$ cat src/rtl/core/md5_pkg.sv
// MD5 stream hash package: function codes, controller command/status structs,
// round constants and helper functions. No dependencies.
package md5_pkg;

  localparam logic [1:0] FUNC_APPEND = 2'd0;
  localparam logic [1:0] FUNC_APPEND_FINISH = 2'd1;
  localparam logic [1:0] FUNC_FINISH = 2'd2;

  localparam logic [31:0] INIT_A = 32'h67452301;
  localparam logic [31:0] INIT_B = 32'hefcdab89;
  localparam logic [31:0] INIT_C = 32'h98badcfe;
  localparam logic [31:0] INIT_D = 32'h10325476;

  localparam logic [7:0] PAD_BYTE = 8'h80;

  // Word-fill source selection
  localparam logic [1:0] SRC_DATA = 2'd0;
  localparam logic [1:0] SRC_PAD = 2'd1;
  localparam logic [1:0] SRC_ZERO = 2'd2;
  localparam logic [1:0] SRC_LEN = 2'd3;

  typedef struct packed {
    logic       wr;         // write one byte at fill position
    logic [1:0] src;
    logic       cnt_len;    // add 8 to bit length
    logic       round;      // run one round
    logic       comp_end;   // add working regs into chain
    logic       restart;    // chain, fill, length to initial values
    logic       out_load;   // capture digest for output
  } md5_cmd_t;

  typedef struct packed {
    logic [5:0] fill;
    logic [5:0] rnd;
  } md5_sts_t;

  function automatic logic [31:0] round_add(input logic [5:0] r);
    logic [31:0] k [64];
    k = '{
      32'hd76aa478, 32'he8c7b756, 32'h242070db, 32'hc1bdceee,
      32'hf57c0faf, 32'h4787c62a, 32'ha8304613, 32'hfd469501,
      32'h698098d8, 32'h8b44f7af, 32'hffff5bb1, 32'h895cd7be,
      32'h6b901122, 32'hfd987193, 32'ha679438e, 32'h49b40821,
      32'hf61e2562, 32'hc040b340, 32'h265e5a51, 32'he9b6c7aa,
      32'hd62f105d, 32'h02441453, 32'hd8a1e681, 32'he7d3fbc8,
      32'h21e1cde6, 32'hc33707d6, 32'hf4d50d87, 32'h455a14ed,
      32'ha9e3e905, 32'hfcefa3f8, 32'h676f02d9, 32'h8d2a4c8a,
      32'hfffa3942, 32'h8771f681, 32'h6d9d6122, 32'hfde5380c,
      32'ha4beea44, 32'h4bdecfa9, 32'hf6bb4b60, 32'hbebfbc70,
      32'h289b7ec6, 32'heaa127fa, 32'hd4ef3085, 32'h04881d05,
      32'hd9d4d039, 32'he6db99e5, 32'h1fa27cf8, 32'hc4ac5665,
      32'hf4292244, 32'h432aff97, 32'hab9423a7, 32'hfc93a039,
      32'h655b59c3, 32'h8f0ccc92, 32'hffeff47d, 32'h85845dd1,
      32'h6fa87e4f, 32'hfe2ce6e0, 32'ha3014314, 32'h4e0811a1,
      32'hf7537e82, 32'hbd3af235, 32'h2ad7d2bb, 32'heb86d391
    };
    return k[r];
  endfunction

  function automatic logic [4:0] round_shift(input logic [5:0] r);
    logic [4:0] s [16];
    s = '{5'd7, 5'd12, 5'd17, 5'd22, 5'd5, 5'd9, 5'd14, 5'd20,
          5'd4, 5'd11, 5'd16, 5'd23, 5'd6, 5'd10, 5'd15, 5'd21};
    return s[{r[5:4], r[1:0]}];
  endfunction

  function automatic logic [3:0] word_index(input logic [5:0] r);
    logic [3:0] i;
    unique case (r[5:4])
      2'd0: i = r[3:0];
      2'd1: i = 4'(5 * r[3:0] + 1);
      2'd2: i = 4'(3 * r[3:0] + 5);
      default: i = 4'(7 * r[3:0]);
    endcase
    return i;
  endfunction

endpackage

$ cat src/rtl/core/md5_stream_hash_core.sv
// MD5 stream hash core. Each accepted transfer appends a byte and/or ends the
// message; the unused function code is accepted and ignored. An append that
// fills a block starts a compression (one round per cycle in a single round
// unit). A finish writes padding one byte per cycle up to the end of the block
// and runs a 64-round compression; when fewer than eight bytes were free after
// the 0x80 byte, a second block (zero bytes and the length, 64 rounds) follows.
// The digest is then loaded, and 16 digest bytes go out, low byte of word 0
// first; no new transfer is taken until the digest has drained. Depends on
// md5_pkg, md5_ctrl, md5_dp.
module md5_stream_hash_core (
  input  logic       clk,
  input  logic       rst,
  input  logic       in_valid,
  output logic       in_ready,
  input  logic [1:0] func,
  input  logic [7:0] data_byte,
  output logic       out_valid,
  input  logic       out_ready,
  output logic [7:0] digest_byte,
  output logic       digest_last
);

  md5_pkg::md5_cmd_t cmd;
  md5_pkg::md5_sts_t sts;
  logic              out_busy;

  md5_ctrl u_ctrl (
    .clk(clk), .rst(rst), .in_valid(in_valid), .in_ready(in_ready),
    .func(func), .out_busy(out_busy), .cmd(cmd), .sts(sts)
  );

  md5_dp u_dp (
    .clk(clk), .rst(rst), .cmd(cmd), .sts(sts), .data_byte(data_byte),
    .out_busy(out_busy), .digest_valid(out_valid), .digest_ready(out_ready),
    .digest_byte(digest_byte), .digest_last(digest_last)
  );

endmodule

$ cat src/rtl/core/md5_ctrl.sv
// MD5 controller: accepts transfers, sequences padding, compression and
// digest output. Depends on md5_pkg.
module md5_ctrl (
  input  logic              clk,
  input  logic              rst,
  input  logic              in_valid,
  output logic              in_ready,
  input  logic [1:0]        func,
  input  logic              out_busy,
  output md5_pkg::md5_cmd_t cmd,
  input  md5_pkg::md5_sts_t sts
);

  localparam logic [2:0] S_IDLE = 3'd0;
  localparam logic [2:0] S_COMP = 3'd1;
  localparam logic [2:0] S_PADB = 3'd2;
  localparam logic [2:0] S_ZERO = 3'd3;
  localparam logic [2:0] S_LEN = 3'd4;
  localparam logic [2:0] S_DONE = 3'd5;

  logic [2:0] state, state_next;
  logic       fin, fin_next;   // finishing after current compression
  logic       last, last_next; // current compression is the final block
  logic       pad2, pad2_next; // zero/length block follows this compression

  assign in_ready = (state == S_IDLE) && !out_busy;

  always_comb begin
    state_next = state;
    fin_next = fin;
    last_next = last;
    pad2_next = pad2;
    cmd = '0;
    unique case (state)
      S_IDLE: begin
        if (in_valid && in_ready) begin
          priority if (func == md5_pkg::FUNC_APPEND ||
                       func == md5_pkg::FUNC_APPEND_FINISH) begin
            cmd.wr = 1'b1;
            cmd.src = md5_pkg::SRC_DATA;
            cmd.cnt_len = 1'b1;
            fin_next = (func == md5_pkg::FUNC_APPEND_FINISH);
            last_next = 1'b0;
            if (sts.fill == 6'd63) begin
              state_next = S_COMP;
            end else if (func == md5_pkg::FUNC_APPEND_FINISH) begin
              state_next = S_PADB;
            end
          end else if (func == md5_pkg::FUNC_FINISH) begin
            fin_next = 1'b1;
            last_next = 1'b0;
            state_next = S_PADB;
          end else begin
            state_next = S_IDLE;
          end
        end
      end
      S_COMP: begin
        cmd.round = 1'b1;
        if (sts.rnd == 6'd63) begin
          cmd.comp_end = 1'b1;
          priority if (last) begin
            state_next = S_DONE;
          end else if (fin) begin
            state_next = S_PADB;
          end else if (pad2) begin
            state_next = S_ZERO;
            pad2_next = 1'b0;
          end else begin
            state_next = S_IDLE;
          end
        end
      end
      S_PADB: begin
        cmd.wr = 1'b1;
        cmd.src = md5_pkg::SRC_PAD;
        fin_next = 1'b0;
        last_next = 1'b0;
        if (sts.fill == 6'd63) begin
          state_next = S_COMP;
          pad2_next = 1'b1;
        end else begin
          state_next = (sts.fill == 6'd55) ? S_LEN : S_ZERO;
        end
      end
      S_ZERO: begin
        cmd.wr = 1'b1;
        cmd.src = md5_pkg::SRC_ZERO;
        if (sts.fill == 6'd63) begin
          // no room for the length: a second block follows
          state_next = S_COMP;
          pad2_next = 1'b1;
        end else if (sts.fill == 6'd55) begin
          state_next = S_LEN;
        end
      end
      S_LEN: begin
        cmd.wr = 1'b1;
        cmd.src = md5_pkg::SRC_LEN;
        if (sts.fill == 6'd63) begin
          state_next = S_COMP;
          last_next = 1'b1;
        end
      end
      S_DONE: begin
        cmd.out_load = 1'b1;
        cmd.restart = 1'b1;
        state_next = S_IDLE;
      end
      default: state_next = S_IDLE;
    endcase
  end

  always_ff @(posedge clk) begin
    if (rst) begin
      state <= S_IDLE;
      fin <= 1'b0;
      last <= 1'b0;
      pad2 <= 1'b0;
    end else begin
      state <= state_next;
      fin <= fin_next;
      last <= last_next;
      pad2 <= pad2_next;
    end
  end

`ifndef SYNTHESIS
  a_comp_ends: assert property (@(posedge clk) disable iff (rst)
    (state == S_COMP && sts.rnd == 6'd63) |=> (state != S_COMP))
    else $error("compression did not end after round 63");
  a_done_from_comp: assert property (@(posedge clk) disable iff (rst)
    (state == S_DONE) |-> $past(state) == S_COMP)
    else $error("digest without compression");
  a_idle_ready: assert property (@(posedge clk) disable iff (rst)
    in_ready |-> (state == S_IDLE))
    else $error("ready outside idle");
`endif

endmodule

$ cat src/rtl/core/md5_dp.sv
// MD5 datapath: block buffer, fill count, bit length, chain and working
// registers, one round per cycle, digest output register. Depends on md5_pkg.
module md5_dp (
  input  logic              clk,
  input  logic              rst,
  input  md5_pkg::md5_cmd_t cmd,
  output md5_pkg::md5_sts_t sts,
  input  logic [7:0]        data_byte,
  output logic              out_busy,
  output logic              digest_valid,
  input  logic              digest_ready,
  output logic [7:0]        digest_byte,
  output logic              digest_last
);

  logic [31:0] w [16];
  logic [5:0]  fill;
  logic [63:0] bit_len;
  logic [31:0] ca, cb, cc, cd;
  logic [31:0] a, b, c, d;
  logic [5:0]  rnd;
  logic        running;
  logic [127:0] dig;
  logic [3:0]  ocnt;
  logic        ovalid;

  logic [7:0]  wbyte;
  logic [31:0] ra, rb, rc, rd, f, t, rot, wsel;
  logic [4:0]  sh;

  assign sts.fill = fill;
  assign sts.rnd = rnd;

  always_comb begin
    unique case (cmd.src)
      md5_pkg::SRC_DATA: wbyte = data_byte;
      md5_pkg::SRC_PAD:  wbyte = md5_pkg::PAD_BYTE;
      md5_pkg::SRC_ZERO: wbyte = 8'h00;
      default:           wbyte = bit_len[{fill[2:0], 3'b000} +: 8];
    endcase
  end

  // first round reads chain words directly
  always_comb begin
    ra = running ? a : ca;
    rb = running ? b : cb;
    rc = running ? c : cc;
    rd = running ? d : cd;
    unique case (rnd[5:4])
      2'd0: f = (rb & rc) | (~rb & rd);
      2'd1: f = (rd & rb) | (~rd & rc);
      2'd2: f = rb ^ rc ^ rd;
      default: f = rc ^ (rb | ~rd);
    endcase
    wsel = w[md5_pkg::word_index(rnd)];
    t = ra + f + md5_pkg::round_add(rnd) + wsel;
    sh = md5_pkg::round_shift(rnd);
    rot = (t << sh) | (t >> (6'd32 - {1'b0, sh}));
  end

  always_ff @(posedge clk) begin
    if (cmd.wr) w[fill[5:2]][{fill[1:0], 3'b000} +: 8] <= wbyte;
    if (cmd.round) begin
      a <= rd;
      d <= rc;
      c <= rb;
      b <= rb + rot;
    end
  end

  always_ff @(posedge clk) begin
    if (rst) begin
      fill <= '0;
      bit_len <= '0;
      rnd <= '0;
      running <= 1'b0;
      ca <= md5_pkg::INIT_A;
      cb <= md5_pkg::INIT_B;
      cc <= md5_pkg::INIT_C;
      cd <= md5_pkg::INIT_D;
    end else begin
      if (cmd.wr) fill <= fill + 6'd1;
      if (cmd.cnt_len) bit_len <= bit_len + 64'd8;
      if (cmd.round) begin
        rnd <= rnd + 6'd1;
        running <= (rnd != 6'd63);
      end
      if (cmd.comp_end) begin
        ca <= ca + rd;
        cb <= cb + rb + rot;
        cc <= cc + rb;
        cd <= cd + rc;
      end
      if (cmd.restart) begin
        fill <= '0;
        bit_len <= '0;
        ca <= md5_pkg::INIT_A;
        cb <= md5_pkg::INIT_B;
        cc <= md5_pkg::INIT_C;
        cd <= md5_pkg::INIT_D;
      end
    end
  end

  always_ff @(posedge clk) begin
    if (cmd.out_load) dig <= {cd, cc, cb, ca};
    else if (ovalid && digest_ready) dig <= {8'h00, dig[127:8]};
  end

  always_ff @(posedge clk) begin
    if (rst) begin
      ovalid <= 1'b0;
      ocnt <= '0;
    end else if (cmd.out_load) begin
      ovalid <= 1'b1;
      ocnt <= '0;
    end else if (ovalid && digest_ready) begin
      ocnt <= ocnt + 4'd1;
      if (ocnt == 4'd15) ovalid <= 1'b0;
    end
  end

  assign digest_valid = ovalid;
  assign digest_byte = dig[7:0];
  assign digest_last = (ocnt == 4'd15);
  // a new digest cannot be loaded while the old one drains
  assign out_busy = ovalid;

`ifndef SYNTHESIS
  a_no_load_busy: assert property (@(posedge clk) disable iff (rst)
    cmd.out_load |-> !ovalid)
    else $error("digest overwritten");
  a_wr_not_round: assert property (@(posedge clk) disable iff (rst)
    !(cmd.wr && cmd.round))
    else $error("buffer write during compression");
  a_fill_zero_comp: assert property (@(posedge clk) disable iff (rst)
    cmd.round |-> fill == 6'd0)
    else $error("compression with partial block");
`endif

endmodule

$ cat config.mk
export PLATFORM = sky130hd
export DESIGN_NAME = md5_stream_hash_core
export DESIGN_NICKNAME = d
export VERILOG_FILES = /design/src/rtl/core/md5_pkg.sv /design/src/rtl/core/md5_stream_hash_core.sv /design/src/rtl/core/md5_ctrl.sv /design/src/rtl/core/md5_dp.sv
export SDC_FILE = /design/constraint.sdc
export NUM_CORES = 2
export LEC_CHECK = 0
export ABC_AREA = 1
export BUFFER_PORTS_ARGS = -buffer_cell sky130_fd_sc_hd__buf_2
export CAP_MARGIN = 20
export CELL_PAD_IN_SITES_DETAIL_PLACEMENT = 2
export CELL_PAD_IN_SITES_GLOBAL_PLACEMENT = 2
export CORE_AREA = 2 2 396 398
export DETAILED_ROUTE_END_ITERATION = 16
export DIE_AREA = 0 0 398 400
export GPL_TIMING_DRIVEN = 1
export PLACE_DENSITY_LB_ADDON = 0.2
export REMOVE_ABC_BUFFERS = 1
export SLEW_MARGIN = 20
export SYNTH_ARGS = -nofsm -noshare
export SYNTH_HDL_FRONTEND = slang
export SYNTH_HIERARCHICAL = 1
export SYNTH_SLANG_ARGS = --single-unit
export TNS_END_PERCENT = 50
$ cat constraint.sdc
create_clock -name clk -period 12.8 [get_ports clk]
set_clock_uncertainty 0.2 [all_clocks]
set_input_delay 1.28 -clock clk [delete_from_list [all_inputs] [get_ports clk]]
set_output_delay 1.28 -clock clk [all_outputs]
set_load 0.01 [all_outputs]
; ---- After elaboration in Yosys (flattened, before gate mapping)
; Memory sizes are Yosys's and may differ from the RTL's.
; Index checks and enable logic that the tools add are counted.
; W data, S select, Z words.
[op_classes]
n_bitwise = 15
addsub = 17
reduce_logical = 22
eq_ne = 25
n_shift = 5
mul = 3
div_mod_pow = 0
muxes = 53
magnitude_cmp = 2
[op_table]
columns = operator, n
row1 = $add A32 B32 Y32, 9
row2 = $mux W128, 2
row3 = $mux W32, 7
row4 = $and A32 B32 Y32, 4
row5 = $or A32 B32 Y32, 4
row6 = $pmux W32 S3, 1
row7 = $xor A32 B32 Y32, 3
row8 = $add A64 B4 Y64 const B, 1
row9 = $not A32 Y32, 2
row10 = $shiftx A64 B7 Y8, 1
row11 = $mux W3, 11
row12 = $shift A8 B7 Y32 const A, 1
row13 = $shiftx A8 B7 Y32, 1
row14 = $shl A32 B5 Y32, 1
row15 = $shr A32 B6 Y32, 1
row16 = $pmux W8 S3, 1
row17 = $eq A6 B6 Y1 const B, 3
row18 = $mux W1, 16
row19 = $pmux W3 S5, 1
row20 = $add A6 B1 Y6 const B, 2
row21 = $pmux W3 S4, 1
row22 = $pmux W4 S3, 1
row23 = $mux W2, 5
row24 = $mux W5, 2
row25 = other kinds (37), 61
[totals]
ram_bits = 512
output_inout_bits = 11
word_cells = 164
latchBits = 0
memories = 3
rom_bits = 2128
register_bits = 472
[mem_list]
columns = name, words, width, read_ports, rd_clocked_by_memory_dff, wr, line
row1 = (no name shown), 64, 32, 1, 0, 0, md5_pkg.sv:57  ; return k[r];
row2 = u_dp.w, 16, 32, 1, 0, 1, md5_dp.sv:16  ; logic [31:0] w [16];
row3 = (no name shown), 16, 5, 1, 0, 0, md5_pkg.sv:64  ; return s[{r[5:4], r[1:0]}];

; ---- Logic depth before layout (Yosys ltp)
[depth]
depth_word = 11
mapped_depth = 62
depth_no_buf = 60

; ---- Hierarchy
; Netlist, hierarchy kept.
[by_module_without_submodules]
columns = mod, seq_area_each_um2, area_per_inst_um2, cells_per_inst, instances
row1 = md5_dp, 27206.1, 61186.2, 7534, 1
row2 = md5_ctrl, 120.1, 574.3, 105, 1

; ---- Least setup slack after synthesis
; Ideal clock, no wire load.
[synth_timing]
path_type = reg2reg
startpoint = register u_dp.rnd[2]
endpoint = register u_dp.cb[25]
arrival_ps = 9152
t_required_ps = 12481
stages_incl_launch_ff = 57
path_slack_ps = 3329
setup_ps = 119
path_buffers = 4
path_cell_list = dfxtp_1 inv_1 buf_2 buf_1 ha_1 fa_1 o211ai_1 o21ai_2 buf_2 buf_1 a31oi_1 a221oi_1 a31oi_1 fa_1 inv_1 fa_1 inv_1 ha_1 [... 21 more ...] inv_1 fa_1 inv_1 nand3_1 nand2_1 a21oi_1 o21ai_1 inv_1 nor2_1 nor2_1 o21ai_1 nand3_1 nand2_1 a21boi_0 o21ai_0 a21oi_1 o21ai_0 nand2_1
[synth_via]
elab_chain_len = 9
word_cells_on_any_way = 20
cone_classes = add/sub (5) / mul (3) / eq/ne (1) / shift (2) / mux (5) / bitwise (2) / memory (2)
[synth_lines]
columns = element, line
row1 = start: declaration, md5_dp.sv:21  ; logic [5:0] rnd;
row2 = start signal: assignment, md5_dp.sv:85  ; rnd <= rnd + 6'd1;
row3 = branches (longest 9 deep; another with $mem_v2 Z16 W32), --
row4 = end signal: assignment, md5_dp.sv:78  ; cb <= md5_pkg::INIT_B;
row5 = end signal: assignment, md5_dp.sv:90  ; cb <= cb + rb + rot;
row6 = end signal: assignment, md5_dp.sv:98  ; cb <= md5_pkg::INIT_B;
row7 = end: declaration, md5_dp.sv:19  ; logic [31:0] ca, cb, cc, cd;
; Several ways; the timed one is not identified. The select of a mux whose other input is x is not followed.
; A chain may end at the register's enable or synchronous reset.

; ---- Final worst setup path
[layout_timing]
startpoint = register u_dp.rnd[0]
endpoint = register u_dp.cb[31]
; The elaborated chain is that of the path after synthesis.

==> summary.md <==
| Metric | Value |
|---|---|
| R2R cell count | `57` |
| EDFF count, synth | `768` |
| Crit-path slowest cell | `fa_1` |
| Endpoint arrival time on the critical path | `12.15 ns` |
| Finished Layout Cells | `9,711` |
| Clock root buffer | `clkbuf_16` |
| Worst r2r dst | `u_dp/cb[31]$_SDFFE_PP1P_` |
| First-pass DRT Iterations | `5` |
| GRT met3 Usage | `4.34%` |
| RSZ-0062 raised after global routing | `false` |
| Vias in the first global route | `62,900` |
| Cts bufs inserted | `115` |
| Synth area leaders | `edfxtp_1, nand2_1, dfxtp_1, nand3_1, inv_1` |
| Layout Nets | `7,891` |
| Num Clock Sinks | `981` |
| Max Slew Vio Count | `0` |
| CTS tree | `done` |
| Mean area per synthesized cell | `8.08 µm²` |
| Primary FF master, synth | `edfxtp_1` |
| Critical path peak fanout | `42` |
| Top cell type's share of synthesized area | `37.3%` |
| Port-buffer cells | `24` |
| Most common cell after layout, fill and taps aside | `nand2_1` |
| DRC | `0` |
| Post-CTS Setup Bufs | `0` |
| Netlist area before placement | `61,800 µm²` |
| WS Path Type | `reg -> reg` |
| Share of layout cells above drive strength 1 | `7.37%` |
| FF+latch count, synth | `981` |
| Highest clock rate | `85.1 MHz` |
| Detailed-route wire length | `295 mm` |
| Initial Utilization | `39.8%` |
| DR WL/cell | `30.3 µm` |
| Crit share post-route | `91.8%` |
| Post-synthesis async set-or-reset flop share | `0%` |
| Area growth, synth to finish | `10.3%` |
| CP required | `13.20 ns` |
| Placed cells | `9,487` |
| GPL Wtd Cong | `0.966` |
| Worst R2R Setup Slack | `1.05 ns` |
| Clk buf depth | `3` |
| Die X | `398 µm` |
| Final worst path period need | `11.75 ns` |
| Vias per inst | `6.08` |
| Most frequent cells in the layout | `nand2_1, inv_1, nand3_1` |
| CTS resizes | `0` |
| Initial DRC count | `5,232` |
| Final Hold Viols | `0` |
| Reg2reg start | `u_dp/rnd[0]$_SDFFE_PP0P_` |
| CP peak stage delay | `0.60 ns` |
| Startpoint types | `flip-flop` |
| Via count | `59,100` |
| Hpwl dp | `215 mm` |
| First-pass GRT wire length | `428 mm` |
| Cell count after synthesis | `7,639` |
| All-layer global routing usage | `36.4%` |
| Routing usage on met1 | `45.1%` |
| Post-route ant nets | `0` |
| CP endpoint kind | `flip-flop` |
| Slew margin rel. | `16.9%` |
| YS warnings | `6` |
| Yosys cell types | `75` |
| Hold-fix buffers at CTS | `0` |
| Status | `completed` |
| Crit path launch | `u_dp/rnd[0]$_SDFFE_PP0P_` |
| Worst skew pair latency | `0.79 ns` |
| Die area | `159,000 µm²` |
| Sequential share of the synthesized area | `44.2%` |
| Worst-Margin Slew | `1.23 ns` |
| Cell mode on critical path | `nand2_1` |
| # IOs | `25` |
| MaxCap Viol Count | `0` |
| Area leader, netlist | `edfxtp_1` |
| Hold Path Class | `reg -> reg` |
| H-Tree Level Count | `3` |
| Crit path capture | `u_dp/cb[31]$_SDFFE_PP1P_` |
| Final Setup Violations | `0` |
| Chip height | `400 µm` |
| Sum Neg Setup Slack | `0 ns` |
| Utilization after layout | `43.9%` |
| GR Layer Usage met2 | `61.4%` |
| Grt total ovfl | `0` |
| Largest net degree at the start of global routing | `123` |
| Core area | `155,000 µm²` |
| GR peak layer | `met2` |
| Initial antenna violation count | `11` |
| Reg clk slew, reported paths | `0.07 ns` |
| # rows | `145` |
==> layout make-up <==
type / instances / area [µm²]
fill: 17500 / 87000
multi-input combinational: 5384 / 29700
sequential: 981 / 27300
inverter: 909 / 3440
clock buffer: 151 / 3120
tap: 2058 / 2570
timing repair buffer: 157 / 1210
clock inverter: 69 / 788
antenna: 2 / 5.00
==> per-stage QoR <==
step                      hold slack [ns]  worst slack (ns)  cell area [µm²]
after global placement              0.259              1.69            64100
after detailed placement            0.268              1.38            64100
after global routing                0.317             0.446            68100
after floorplan                     0.234             0.870            60300
final                               0.287              1.05            68100
after CTS                           0.288              1.20            68100
==> cells by family after synthesis <==
logic type / count (synthesis) / share of synthesized area, %
AOI/OAI and AO/OA: 1624 / 15.0
xor gates and xnor gates: 113 / 1.60
adders and majority gates: 329 / 7.92
buffers and inverters: 1274 / 7.94
DFF: 981 / 44.2
muxes: 5 / 0.0810
and+or+nand+nor: 3313 / 23.2
==> sequential cells by signal, indices dropped and copies added, names as in the netlist, 32 cells and up <==
| signal | count |
|---|---|
| u_dp/w | 512 |
| u_dp/dig | 128 |
| u_dp/bit_len | 61 |
| u_dp/a | 32 |
| u_dp/b | 32 |
| u_dp/c | 32 |
| u_dp/ca | 32 |
| u_dp/cb | 32 |
| u_dp/cc | 32 |
| u_dp/cd | 32 |
| u_dp/d | 32 |
==> worst min path at each step <==
| stage | depth (start not counted) | start | end |
|---|---|---|---|
| floorplan | 1 | u_dp/ocnt[2]$_SDFFE_PP0P_ | u_dp/ocnt[2]$_SDFFE_PP0P_ |
| global placement | 1 | u_dp/cc[31]$_SDFFE_PP1P_ | u_dp/cc[31]$_SDFFE_PP1P_ |
| detailed placement | 1 | u_dp/ca[31]$_SDFFE_PP0P_ | u_dp/ca[31]$_SDFFE_PP0P_ |
| CTS | 1 | u_dp/ca[31]$_SDFFE_PP0P_ | u_dp/ca[31]$_SDFFE_PP0P_ |
| global route | 1 | u_dp/ca[31]$_SDFFE_PP0P_ | u_dp/ca[31]$_SDFFE_PP0P_ |
| finish | 1 | u_dp/ocnt[2]$_SDFFE_PP0P_ | u_dp/ocnt[2]$_SDFFE_PP0P_ |
==> worst max-delay path: cells and delay by family, from the launching register on <==
kind | cells | cell delay (ns)
AND/OR/NAND/NOR | 28 | 3.34
adder cells (fa/ha/maj) | 7 | 3.09
buffers and inverters | 13 | 2.47
AO/OA/AOI/OAI | 9 | 2.08
flip-flops | 1 | 0.32
==> routing by layer <==
layer	routed length (µm)	share of wire [%]
met1	119000	40
met4	19200	6.5
met2	141000	48
met5	23	0.0078
met3	16100	5.5
==> synthesized netlist by cell type (all sizes together) (52+ instances only) <==
library cell / count
dfxtp: 213
nor2: 575
o21ai: 605
a31oi: 136
a21oi: 583
edfxtp: 768
or2: 116
o211ai: 52
nand3: 831
nor3: 124
ha: 226
xor2: 73
nand2: 1574
fa: 103
inv: 907
buf: 84
clkbuf: 281
Power is not shown: default switching activity piles up to over one toggle a cycle in this logic, so the estimate is an artifact.
